**src/rtl/core/tce_pkg.sv**
```systemverilog
`timescale 1ns / 1ps
`default_nettype none
// ----------------------------------------------------------------------------
// Text console engine package
// Shared geometry constants, character codes, command codes, the datapath
// operation set, and the control and status types between controller and
// datapath.
// ----------------------------------------------------------------------------
package tce_pkg;

	localparam int COLUMNS      = 80;
	localparam int ROWS         = 25;
	localparam int MEMORY_CELLS = 8192;

	localparam int CELL_W       = $clog2(MEMORY_CELLS);
	localparam int COL_W        = $clog2(COLUMNS + 1);
	localparam int ROW_W        = $clog2(ROWS);
	localparam int CNT_W        = $clog2(MEMORY_CELLS + 1);
	localparam int SCREEN_CELLS = ROWS * COLUMNS;
	localparam int COPY_CELLS   = (SCREEN_CELLS < MEMORY_CELLS) ? SCREEN_CELLS : MEMORY_CELLS;
	localparam int SCREEN_MOD   = SCREEN_CELLS % MEMORY_CELLS;
	localparam int SCROLL_SPAN  = SCREEN_CELLS + COLUMNS;

	localparam logic [15:0] BLANK_CELL = 16'h0720;
	localparam logic [7:0]  ATTR_RESET = 8'h07;

	localparam logic [1:0] CMD_WRITE = 2'd0;
	localparam logic [1:0] CMD_CLEAR = 2'd1;
	localparam logic [1:0] CMD_READ  = 2'd2;

	localparam logic [7:0] CH_NUL = 8'h00;
	localparam logic [7:0] CH_BEL = 8'h07;
	localparam logic [7:0] CH_BS  = 8'h08;
	localparam logic [7:0] CH_HT  = 8'h09;
	localparam logic [7:0] CH_LF  = 8'h0A;
	localparam logic [7:0] CH_VT  = 8'h0B;
	localparam logic [7:0] CH_FF  = 8'h0C;
	localparam logic [7:0] CH_CR  = 8'h0D;
	localparam logic [7:0] CH_DEL = 8'h7F;

	typedef enum logic [2:0] {
		CC_IGNORE,
		CC_BS,
		CC_LF,
		CC_FF,
		CC_CR,
		CC_DEL,
		CC_PRINT
	} char_class_t;

	typedef enum logic [3:0] {
		ST_INIT,
		ST_IDLE,
		ST_EXEC,
		ST_LINE,
		ST_COPY,
		ST_BLANK,
		ST_TAIL,
		ST_CLEAR,
		ST_DONE
	} ctrl_state_t;

	typedef enum logic [3:0] {
		OP_NONE,
		OP_PUT,
		OP_BS,
		OP_DEL,
		OP_CR,
		OP_WRAP,
		OP_LINE,
		OP_COPY_INIT,
		OP_COPY,
		OP_BLANK_INIT,
		OP_BLANK,
		OP_SWEEP_INIT,
		OP_SWEEP
	} dp_op_t;

	typedef struct packed {
		dp_op_t op;
		logic   latch;
		logic   rd_port;
		logic   fin;
		logic   fin_write;
		logic   fin_read;
	} dp_cmd_t;

	typedef struct packed {
		logic col_zero;
		logic col_full;
		logic row_last;
		logic need_copy;
		logic copy_end;
		logic blank_end;
		logic sweep_end;
	} dp_stat_t;

	function automatic char_class_t classify(input logic [7:0] ch);
		char_class_t cls;
		case (ch) inside
			CH_NUL, CH_BEL, CH_HT, CH_VT: cls = CC_IGNORE;
			CH_BS:                        cls = CC_BS;
			CH_LF:                        cls = CC_LF;
			CH_FF:                        cls = CC_FF;
			CH_CR:                        cls = CC_CR;
			CH_DEL:                       cls = CC_DEL;
			default:                      cls = CC_PRINT;
		endcase
		return cls;
	endfunction

	// Both operands are already below MEMORY_CELLS.
	function automatic logic [CELL_W-1:0] cell_add(input logic [CELL_W-1:0] a,
		input logic [CELL_W-1:0] b);
		logic [CELL_W:0] s;
		s = {1'b0, a} + {1'b0, b};
		if (s >= (CELL_W+1)'(MEMORY_CELLS)) begin
			s = s - (CELL_W+1)'(MEMORY_CELLS);
		end
		return s[CELL_W-1:0];
	endfunction

	function automatic logic [CELL_W-1:0] cell_sub(input logic [CELL_W-1:0] a,
		input logic [CELL_W-1:0] b);
		logic [CELL_W:0] s;
		s = {1'b0, a} - {1'b0, b};
		if (s[CELL_W]) begin
			s = s + (CELL_W+1)'(MEMORY_CELLS);
		end
		return s[CELL_W-1:0];
	endfunction

endpackage
`default_nettype wire

```
**src/rtl/core/tce_ctrl.sv**
```systemverilog
`timescale 1ns / 1ps
`default_nettype none
// ----------------------------------------------------------------------------
// Text console controller
// Sequences each command into datapath operations: single-cell edits, line
// moves, copy-back and row blanking walks, the memory sweep, and the output
// register load.
// ----------------------------------------------------------------------------
module tce_ctrl (
	input  wire logic              clk,
	input  wire logic              arst_n,
	input  wire logic              cmd_valid,
	input  wire logic [1:0]        command,
	input  wire logic [7:0]        char_byte,
	output logic                   cmd_stall,
	output logic                   rsp_valid,
	input  wire logic              rsp_stall,
	output tce_pkg::dp_cmd_t       dp_cmd,
	input  wire tce_pkg::dp_stat_t dp_stat
);

	tce_pkg::ctrl_state_t state_q, state_d;
	tce_pkg::char_class_t cls_q;
	logic [1:0]           cmd_q;
	logic                 rsp_valid_q;
	logic                 out_free;
	logic                 can_accept;
	logic                 accept;

	always_ff @(posedge clk or negedge arst_n) begin
		if (!arst_n) begin
			state_q     <= tce_pkg::ST_INIT;
			cls_q       <= tce_pkg::CC_IGNORE;
			cmd_q       <= tce_pkg::CMD_WRITE;
			rsp_valid_q <= 1'b0;
		end else begin
			state_q <= state_d;
			if (accept) begin
				cls_q <= tce_pkg::classify(char_byte);
				cmd_q <= command;
			end
			if (dp_cmd.fin) begin
				rsp_valid_q <= 1'b1;
			end else if (!rsp_stall) begin
				rsp_valid_q <= 1'b0;
			end
		end
	end

	always_comb begin
		out_free   = !rsp_valid_q || !rsp_stall;
		can_accept = (state_q == tce_pkg::ST_IDLE) ||
			((state_q == tce_pkg::ST_DONE) && out_free);
		accept     = can_accept && cmd_valid;

		state_d           = state_q;
		dp_cmd.op         = tce_pkg::OP_NONE;
		dp_cmd.latch      = accept;
		dp_cmd.rd_port    = 1'b0;
		dp_cmd.fin        = 1'b0;
		dp_cmd.fin_write  = (cmd_q == tce_pkg::CMD_WRITE);
		dp_cmd.fin_read   = (cmd_q == tce_pkg::CMD_READ);

		unique case (state_q)
			tce_pkg::ST_INIT: begin
				dp_cmd.op = tce_pkg::OP_SWEEP;
				if (dp_stat.sweep_end) begin
					state_d = tce_pkg::ST_IDLE;
				end
			end
			tce_pkg::ST_IDLE: begin
			end
			tce_pkg::ST_EXEC: begin
				state_d = tce_pkg::ST_DONE;
				case (cls_q) inside
					tce_pkg::CC_BS: begin
						if (!dp_stat.col_zero) begin
							dp_cmd.op = tce_pkg::OP_BS;
						end
					end
					tce_pkg::CC_DEL: dp_cmd.op = tce_pkg::OP_DEL;
					tce_pkg::CC_CR:  dp_cmd.op = tce_pkg::OP_CR;
					tce_pkg::CC_LF, tce_pkg::CC_FF: state_d = tce_pkg::ST_LINE;
					tce_pkg::CC_PRINT: begin
						if (dp_stat.col_full) begin
							dp_cmd.op = tce_pkg::OP_WRAP;
							state_d   = tce_pkg::ST_LINE;
						end else begin
							dp_cmd.op = tce_pkg::OP_PUT;
						end
					end
					default: begin
					end
				endcase
			end
			tce_pkg::ST_LINE: begin
				if (!dp_stat.row_last) begin
					dp_cmd.op = tce_pkg::OP_LINE;
					state_d   = tce_pkg::ST_TAIL;
				end else if (dp_stat.need_copy) begin
					dp_cmd.op = tce_pkg::OP_COPY_INIT;
					state_d   = tce_pkg::ST_COPY;
				end else begin
					dp_cmd.op = tce_pkg::OP_BLANK_INIT;
					state_d   = tce_pkg::ST_BLANK;
				end
			end
			tce_pkg::ST_COPY: begin
				dp_cmd.op = tce_pkg::OP_COPY;
				if (dp_stat.copy_end) begin
					state_d = tce_pkg::ST_BLANK;
				end
			end
			tce_pkg::ST_BLANK: begin
				dp_cmd.op = tce_pkg::OP_BLANK;
				if (dp_stat.blank_end) begin
					state_d = tce_pkg::ST_TAIL;
				end
			end
			tce_pkg::ST_TAIL: begin
				state_d = tce_pkg::ST_DONE;
				case (cls_q)
					tce_pkg::CC_PRINT: dp_cmd.op = tce_pkg::OP_PUT;
					tce_pkg::CC_LF:    dp_cmd.op = tce_pkg::OP_CR;
					default: begin
					end
				endcase
			end
			tce_pkg::ST_CLEAR: begin
				dp_cmd.op = tce_pkg::OP_SWEEP;
				if (dp_stat.sweep_end) begin
					state_d = tce_pkg::ST_DONE;
				end
			end
			tce_pkg::ST_DONE: begin
				if (out_free) begin
					dp_cmd.fin = 1'b1;
					state_d    = tce_pkg::ST_IDLE;
				end
			end
			default: state_d = tce_pkg::ST_INIT;
		endcase

		// A new command may be taken in the same cycle as the result load.
		if (accept) begin
			unique case (command)
				tce_pkg::CMD_WRITE: state_d = tce_pkg::ST_EXEC;
				tce_pkg::CMD_CLEAR: begin
					dp_cmd.op = tce_pkg::OP_SWEEP_INIT;
					state_d   = tce_pkg::ST_CLEAR;
				end
				tce_pkg::CMD_READ: begin
					dp_cmd.rd_port = 1'b1;
					state_d        = tce_pkg::ST_DONE;
				end
				default: state_d = tce_pkg::ST_DONE;
			endcase
		end

		cmd_stall = !can_accept;
		rsp_valid = rsp_valid_q;
	end

endmodule
`default_nettype wire

```
**config.mk**
```make
export PLATFORM = sky130hd
export DESIGN_NAME = tce_ctrl
export DESIGN_NICKNAME = d
export VERILOG_FILES = /design/src/rtl/core/tce_pkg.sv /design/src/rtl/core/tce_ctrl.sv
export SDC_FILE = /design/constraint.sdc
export NUM_CORES = 1
export LEC_CHECK = 0
export ABC_CLOCK_PERIOD_IN_PS = 2900
export BUFFER_PORTS_ARGS = -buffer_cell sky130_fd_sc_hd__buf_2
export CAP_MARGIN = 20
export CELL_PAD_IN_SITES_DETAIL_PLACEMENT = 1
export CELL_PAD_IN_SITES_GLOBAL_PLACEMENT = 1
export CORE_UTILIZATION = 33
export DETAILED_ROUTE_END_ITERATION = 10
export PLACE_DENSITY_LB_ADDON = 0.25
export SKIP_CTS_REPAIR_TIMING = 1
export SLEW_MARGIN = 40
export SYNTH_ARGS = -nofsm -noshare
export SYNTH_HDL_FRONTEND = slang
export SYNTH_SLANG_ARGS = --single-unit
```
**constraint.sdc**
```tcl
create_clock -name clk -period 2.9 [get_ports clk]
set_input_delay 0.145 -clock clk [delete_from_list [all_inputs] [get_ports clk]]
set_output_delay 0.145 -clock clk [all_outputs]
set_load 0.03 [all_outputs]
```
# Word-level counts from Yosys, hierarchy flattened

Index checks and enable logic that the tools add are counted.

Bits in registers: 10
Latch bits: 0
RAM bits: 0
Memory bits (read-only): 0
Input bits: 21
Output and inout bits: 11
Word-level logic and storage cells: 92
Memories kept: 0

Add/sub/neg operators: 0
Multipliers: 0
Div/mod/pow operators: 0
$lt $le $gt $ge: 0
Eq/ne operators: 32
Shift operators: 0
Muxes and demuxes: 41
Bitwise operators: 0
Reductions and logical operators: 15

Operator list:

| kind                 | number |
|---|---|
| $mux W4              | 16 |
| $eq A8 B4 Y1 const B | 6 |
| $pmux W4 S9          | 1 |
| $mux W3              | 11 |
| $pmux W4 S6          | 1 |
| $eq A4 B3 Y1 const B | 4 |
| $ne A3 B3 Y1 const B | 5 |
| $eq A3 B3 Y1 const B | 3 |
| $eq A4 B2 Y1 const B | 2 |
| $eq A8 B3 Y1 const B | 1 |
| $eq A8 B7 Y1 const B | 1 |
| $logic_not A8 Y1     | 1 |
| $pmux W4 S2          | 1 |
| $mux W1              | 7 |
| $eq A3 B2 Y1 const B | 2 |
| $mux W2              | 3 |
| $pmux W3 S2          | 1 |
| $reduce_and A6 Y1    | 1 |
| $eq A2 B2 Y1 const B | 2 |
| $eq A4 B1 Y1 const B | 1 |
| $eq A4 B4 Y1 const B | 1 |
| $logic_not A2 Y1     | 2 |
| $logic_not A4 Y1     | 1 |
| $reduce_or A2 Y1     | 2 |
| 8 further kinds      | 12 |

# Depth between registers and ports, before layout

Gate-level depths: netlist of run 1.

Depth in word-level cells: 9
Gate-level depth with buffers: 7
Depth with buffers taken out: 6

# Least setup slack after synthesis of run 1

OpenSTA, ideal clock, no wires.

Path type: flip-flop to output port
Start: register state_q[3]
End: output dp_cmd[6] (netlist name)
Arrival: 1604 ps
Required time: 2755 ps
Slack: 1151 ps
Cell stages (with the launch flop): 4
Path buffers: 1
Cells stage by stage: dfrtp_1 > buf_6 > or2b_2 > o31ai_1

RTL lines:

| item                   | RTL line       | source |
|---|---|---|
| from (decl)            | tce_ctrl.sv:22 | `tce_pkg::ctrl_state_t state_q, state_d;` |
| from (signal assigned) | tce_ctrl.sv:32 | `state_q <= tce_pkg::ST_INIT;` |
| from (signal assigned) | tce_ctrl.sv:37 | `state_q <= state_d;` |
| to (decl)              | tce_ctrl.sv:18 | `output tce_pkg::dp_cmd_t dp_cmd,` |

==> flow_metrics.py, run 1 <==
metrics = {
    "grt": {
        "grtUsageTotal_pct": 17.7,
        "grt_pass1_wl_mm": 4.45,
        "grt_max_degree": 21,
        "overflow": 0,
        "grt_most_used_layer": "met2",
        "grt_util_met1_pct": 20.5,
        "grt_antenna_before_repair": 0,
        "grt.met3_usage_pct": 5.53,
        "grt_use_met2_pct": 31.6,
        "grt_pass1_vias": 1029,
    },
    "clock_network": {
        "insertion_delay_ns": 0.28,
        "numCtsBuffers": 3,
        "ctsHtreeMaxLevel": 1,
        "cts_root_buffer": "clkbuf_4",
        "cts_tree": "built",
        "clk_pin_slew_ns": 0.08,
        "clk_path_buf_depth": 2,
        "clock-sinks": 10,
    },
    "worst_setup_path": {
        "worstPathRequired_ns": 2.76,
        "cp-end-kind": "output port",
        "crit_type": "flop to output port",
        "worstPathCellList": "nor2b_4 > a21o_4 > nand3_4 > inv_6 > nand2_1 > nor2_1 > buf_2",
        "rr_endpoint": "state_q[2]$_DFFE_PN0P_",
        "critPathTopFamily": "flip-flops",
        "regToRegStartpoint": "state_q[2]$_DFFE_PN0P_",
        "reg2reg_depth": 5,
        "cpMaxStageDelayCell": "dfrtp_1",
        "critical-path-max-stage-delay_ns": 0.68,
        "crit_fanout": 16,
        "r2r_setup_slack_ns": 0.82,
        "start_kind": "flop",
        "crit_start": "state_q[0]$_DFFE_PN0P_",
        "worst-path-buf-inv": 2,
        "crit_arrival_ns": 2.10,
    },
    "routing": {
        "drc": 4,
        "drt_iter0_drc": 22,
        "ant_nets": 0,
        "vias": 985,
        "via_per_inst": 5.30,
        "wire_per_inst_um": 14.0,
        "first_pass_iters": 7,
        "wl_mm": 2.60,
    },
    "finish": {
        "drive_above_1_share_pct": 31.6,
        "fin_util_pct": 41.6,
        "fillers": 372,
        "regArea_um2": 250,
        "final_nets": 177,
        "area_delta_synth_final_pct": 18.3,
        "multi_input_area_um2": 648,
        "antenna_cells": 0,
    },
    "timing": {
        "setup_viol": 0,
        "final.setup.tns_ns": 0,
        "clock.fmax_ghz": 0.446,
        "hold_viol_final": 0,
        "fin_worst_skew_ns": 0.00474,
        "rsz0062_at_grt": "false",
        "fin_crit_ns": 2.24,
        "slew_violations": 0,
        "worstMarginPinSlew_ns": 0.561,
        "min_period_over_period_pct": 77.3,
        "slew_headroom_pct": 62.6,
    },
    "synthesis": {
        "ys_ff_latch": 10,
        "post_synth.cell_area_avg_um2": 7.82,
        "synth.distinct_cells": 43,
        "yosysWarnings": 0,
        "ys_seq_area_share_pct": 25.4,
        "netlist_instances": 126,
        "syn_nets": 147,
        "syn_area_um2": 986,
    },
    "power_and_ir_drop": {
        "total_power_mw": 1.18,
        "ir_drop_mv": 0.302,
        "power_density_nw_per_um2": 1010,
        "p_leak_nw": 0.533,
    },
    "floorplanning": {
        "row_count": 19,
        "die_y_um": 56.7,
        "initial_core_util_pct": 35.1,
        "dieArea_um2": 3210,
        "ios": 32,
        "die_x_um": 56.7,
        "core_region_area_um2": 2810,
    },
    "worst_hold_path": {
        "worstHoldStart": "command[0]",
        "hold_class": "primary input to flop",
        "holdPathEnd": "cmd_q[0]$_DFFE_PN0P_",
        "hold_depth": 3,
    },
    "placed_design": {
        "portBuffers": 31,
        "hpwl_mm": 2.02,
        "routabilityCongestion": 0.764,
    },
    "flow_run": {
        "drv_cap": 0,
    },
    "outcome": {
        "status": "finished with violations",
        "violations": "DRC",
    },
}
## per-stage QoR
stage                     worst slack (ns)  instances  hold WS, ns  area, um2
after CTS                            0.613        185       -0.273       1160
after detailed placement             0.861        181       0.0302       1120
after floorplan                       1.15        126       -0.151        986
after global routing                 0.505        186        0.116       1170
after global placement               0.887        181       0.0250       1120
final                                0.657        186        0.105       1170
## Yosys cell counts (all sizes together)
cell     number  area share [%]
nand2        18             6.9
nor2         14             5.3
a21oi        10             5.1
dfrtp        10              25
o21ai        10             5.1
inv           6             2.8
buf           5             5.3
nand2b        5             3.2
nand3         5             3.8
nor2b         5             4.2
nor3          5             2.5
a31oi         3             3.4
clkbuf        2            0.76
mux2          2             3.0
nor3b         2             2.0
o211ai        2             1.5
o22ai         2             1.3
o31ai         2             1.5
or3           2             1.8
a2111oi       1            0.89
a211oi        1            0.76
a21o          1             1.5
a32oi         1            0.89
and2          1            0.63
and3          1            0.76
mux2i         1             1.0
nand3b        1            0.76
nand4b        1            0.89
o211a         1             1.0
o21a          1            0.76
o2bb2ai       1            0.89
o311ai        1             1.7
o31a          1             1.0
or2b          1            0.89
or4           1            0.76
## cell type report
class | instances | area share, %
sequential | 10 | 21.5
tap | 31 | 3.33
inverter | 6 | 2.36
clock buffer | 4 | 3.11
timing repair buffer | 32 | 14.2
multi-input combinational | 103 | 55.6
## metal layers
layer | routed length, um | part of all wire [%]
met1 | 1160 | 45
met2 | 1290 | 50
met3 | 130 | 5.0
met4 | 8 | 0.31
met5 | 0 | 0
## layout by cell type, fill, tap and decap left out, types with 3 or more instances in the layout
cell      netlist  final
nor2_1         14     14
nor2b_1         3      3
nand2_1        18     18
nand2b_1        5      5
clkbuf_4        0      3
buf_2           0     31
inv_1           5      5
dfrtp_1        10     10
nand3_1         4      4
nor3_1          5      5
a21oi_1        10     10
o21ai_0        10     10
## cell families after synthesis
| logic type | Yosys count | synth area share [%] |
|---|---|---|
| AO/OA/AOI/OAI | 38 | 27.3 |
| flip-flops | 10 | 25.4 |
| AND/OR/NAND/NOR | 62 | 34.4 |
| multiplexers | 3 | 4.06 |
| buffers and inverters | 13 | 8.88 |
## sequential cells by signal (all words and copies together) (netlist names)
register,cells
cls_q,3
cmd_q,2
rsp_valid,1
state_q,4
## worst min-delay path, cell delays in order
cell	delay [ns]
buf_2	0.11
nand2_1	0.05
nand2_1	0.05
## where the power goes
part / leakage [nW] / total (mW) / switching [mW] / internal (mW)
clock network: 0.0210 / 0.134 / 0.0577 / 0.0764
logic: 0.388 / 0.743 / 0.439 / 0.304
registers: 0.125 / 0.304 / 0.114 / 0.189
## worst max path at each step
stage                     slack, ns  depth (start not counted)                endpoint
after detailed placement       0.86                          5  state_q[2]$_DFFE_PN0P_
final                          0.66                          7               dp_cmd[3]
after global routing           0.50                          7               dp_cmd[3]
after floorplan                1.15                          3               dp_cmd[6]
after CTS                      0.61                          7               dp_cmd[3]
after global placement         0.89                          5  state_q[0]$_DFFE_PN0P_
Power figures use the tool's default switching activity.
==> run 2, diff against run 1 <==
--- a/config.mk
+++ b/config.mk
@@ -5,12 +5,13 @@
 export SDC_FILE = /design/constraint.sdc
 export NUM_CORES = 1
 export LEC_CHECK = 0
-export ABC_CLOCK_PERIOD_IN_PS = 2900
+export ABC_AREA = 1
+export ABC_CLOCK_PERIOD_IN_PS = 1900
 export BUFFER_PORTS_ARGS = -buffer_cell sky130_fd_sc_hd__buf_2
 export CAP_MARGIN = 20
 export CELL_PAD_IN_SITES_DETAIL_PLACEMENT = 1
 export CELL_PAD_IN_SITES_GLOBAL_PLACEMENT = 1
-export CORE_UTILIZATION = 33
+export CORE_UTILIZATION = 30
 export DETAILED_ROUTE_END_ITERATION = 10
 export PLACE_DENSITY_LB_ADDON = 0.25
 export SKIP_CTS_REPAIR_TIMING = 1
==> constraint.sdc (replaced) <==
create_clock -name clk -period 1.9 [get_ports clk]
set_input_delay 0.095 -clock clk [delete_from_list [all_inputs] [get_ports clk]]
set_output_delay 0.095 -clock clk [all_outputs]
set_load 0.03 [all_outputs]
==> run 2 against run 1 <==
Against the previous run:
- the flow now finishes without violations
- synthesized area down 1.9%
- sequential power grew 34%
- clock skew fell by 0.0043 ns
- via count increased by 17%
- cell area increased by 6.5%
- register-to-register slack worse by 0.36 ns
- hold slack lost 0.026 ns
- die area rose by 7.6%
- global-route usage grew 0.66 points
- worst setup slack lost 0.56 ns
- critical path type unchanged
==> flow_metrics.py, run 2 <==
metrics = {
    "grt": {
        "overflow": 0,
        "grtUsageTotal_pct": 18.4,
        "grt_pass1_wl_mm": 4.78,
        "grt_antenna_before_repair": 0,
        "grt_pass1_vias": 1105,
        "grt_max_degree": 11,
    },
    "finish": {
        "final_nets": 220,
        "regMostFlops": "state_q",
        "fin_area_um2": 1240,
        "largest_reg_flops": 4,
        "fillers": 432,
        "top_regs": "state_q: 4 flops, cls_q: 3 flops, cmd_q: 2 flops",
        "antenna_cells": 0,
        "drive_above_1_share_pct": 26.8,
        "area_delta_synth_final_pct": 28.5,
        "mostFrequentLayoutCell": "nand2_1",
        "layout_common_cells": "nand2_1, buf_2, inv_1, nand3_1, nor2_1",
        "layoutNonFillerInstCount": 242,
    },
    "timing": {
        "hold_viol_final": 0,
        "slew_violations": 0,
        "final.setup.tns_ns": 0,
        "fin_crit_ns": 1.81,
        "slew_headroom_pct": 80.9,
        "fin_worst_skew_ns": 0.000419,
        "worstMarginPinSlew_ns": 0.284,
        "setup_viol": 0,
        "min_period_over_period_pct": 95.1,
        "clock.fmax_ghz": 0.553,
    },
    "outcome": {
        "status": "completed",
    },
    "power_and_ir_drop": {
        "p_leak_nw": 0.759,
        "ir_drop_mv": 0.650,
        "power_density_nw_per_um2": 1450,
        "total_power_mw": 1.81,
    },
    "clock_network": {
        "insertion_delay_ns": 0.27,
        "cts_tree": "built",
        "cts_root_buffer": "clkbuf_4",
        "clk_pin_slew_ns": 0.07,
        "clock-sinks": 10,
        "clk_path_buf_depth": 2,
        "numCtsBuffers": 3,
        "ctsHtreeMaxLevel": 1,
    },
    "synthesis": {
        "synth.distinct_cells": 21,
        "synth_commonest_cells": "nand2_1, inv_1, nor2_1",
        "synth_top_family_by_area": "simple AND/OR/NAND/NOR gates",
        "synthXorXnorAreaFrac_pct": 0,
        "synthMuxAreaShare_pct": 0,
        "syn_nets": 183,
        "synth_largest_area_cell": "dfrtp_1",
        "ys_seq_area_share_pct": 25.9,
        "synth_top_area_share_pct": 25.9,
        "synth.area.top_cells": "dfrtp_1, nand2_1, inv_1, nand3_1, nor2_1",
        "yosysWarnings": 0,
        "synthAdderAreaFrac_pct": 0,
        "post_synth.cell_area_avg_um2": 5.97,
        "post_synth_and_or_nand_nor_area_fraction_pct": 52.1,
        "synthArstFlopShare_pct": 100,
        "synth-edff-count": 0,
        "synth_top_flop_cell": "dfrtp_1",
        "ys_ff_latch": 10,
        "yosysMostFrequentCell": "nand2_1",
        "synth_compound_area_share_pct": 9.06,
        "syn_area_um2": 967,
        "netlist_instances": 162,
    },
    "routing": {
        "vias": 1151,
        "wl_mm": 2.94,
        "drc": 0,
        "first_pass_iters": 4,
        "wire_per_inst_um": 12.1,
        "drt_iter0_drc": 34,
        "via_per_inst": 4.76,
        "ant_nets": 0,
    },
    "worst_setup_path": {
        "cpMaxStageDelayCell": "dfrtp_1",
        "crit_type": "flop to output port",
        "worstPathRequired_ns": 1.80,
        "worst-path-buf-inv": 3,
        "critPathTopFamily": "simple AND/OR/NAND/NOR gates",
        "worstPathCellList": "buf_4 > nor2_4 > nand3_2 > nand2_4 > nand2_4 > clkinv_8 > nand2_4 > nor2_2 > clkbuf_4",
        "r2r_setup_slack_ns": 0.46,
        "cp-end-kind": "output port",
        "start_kind": "flop",
        "crit_fanout": 8,
        "crit_path_frequent_cell": "nand2_4",
        "critical-path-max-stage-delay_ns": 0.41,
        "crit_arrival_ns": 1.71,
    },
    "flow_run": {
        "drv_cap": 0,
    },
    "placed_design": {
        "portBuffers": 31,
        "routabilityCongestion": 0.864,
        "hpwl_mm": 2.51,
        "place_area_um2": 1170,
        "dpl.cell_count": 236,
    },
    "floorplanning": {
        "dieArea_um2": 3460,
        "row_count": 20,
        "core_region_area_um2": 3050,
        "initial_core_util_pct": 31.7,
        "ios": 32,
        "die_x_um": 58.8,
        "die_y_um": 58.8,
    },
    "worst_hold_path": {
        "hold_class": "primary input to flop",
    },
}
-- run 2: cell types whose count changed after synthesis, moves of 4 or more --
cell      delta
a21oi_1      -5
inv_1       +21
o21ai_0      -6
nor2_2       +4
nand3_1     +12
buf_6        -4
nand2b_1     -5
nand2_1     +41
-- run 2: area by class of cell --
cell class	count	area [um2]	area share (%)
tap	44	55.1	4.43
multi-input combinational	123	607	48.8
timing repair buffer	33	175	14.1
clock buffer	4	36.3	2.92
inverter	28	118	9.47
sequential	10	251	20.2
-- run 2: logic make-up (layout without fill, tap and decap cells) --
group | Yosys count | count (layout)
buffers and inverters | 29 | 65
DFF | 10 | 10
and+or+nand+nor | 109 | 109
AOI/OAI and AO/OA | 14 | 14
-- run 2: final timing paths --
path | from | endpoint | cells past startpoint
setup / recovery | state_q[0]$_DFFE_PN0P_ | dp_cmd[3] | 9
hold / removal | command[0] | cmd_q[0]$_DFFE_PN0P_ | 3
setup reg to reg | state_q[2]$_DFFE_PN0P_ | state_q[1]$_DFFE_PN0P_ | 9
hold reg to reg | cmd_q[0]$_DFFE_PN0P_ | cmd_q[0]$_DFFE_PN0P_ | 2
max in group asynchronous | arst_n | state_q[1]$_DFFE_PN0P_ | 2
min in group asynchronous | arst_n | state_q[0]$_DFFE_PN0P_ | 2
-- run 2: power by group --
group	internal (mW)	switching [mW]
registers	0.303	0.103
clock network	0.116	0.0807
logic	0.363	0.841
-- run 2: metal layers --
layer | global-route usage [%] | part of all wire, %
met1 | 24.6 | 48
met2 | 31.0 | 48
met3 | 0.659 | 2.3
met4 | 7.82 | 1.9
met5 | 0 | 0
-- run 2: worst reg2reg max path, stage by stage, from the launching register on --
cell and delay [ns]:
dfrtp_1 0.42, inv_1 0.11, nor2_4 0.21, nand2_1 0.08, nand2_1 0.11, nand2_1 0.08
nand2_1 0.15, inv_2 0.06, nand2_1 0.07, nand2_1 0.05
-- run 2: through the flow --
stage / worst slack [ns] / hold WS, ns / utilization (%)
final: 0.0929 / 0.0789 / 40.7
after floorplan: 0.474 / -0.201 / -
after global routing: -0.00189 / 0.0804 / 40.7
after global placement: 0.407 / -0.0285 / 38.3
after detailed placement: 0.312 / -0.0248 / 38.3
after CTS: -0.00177 / -0.323 / 39.5
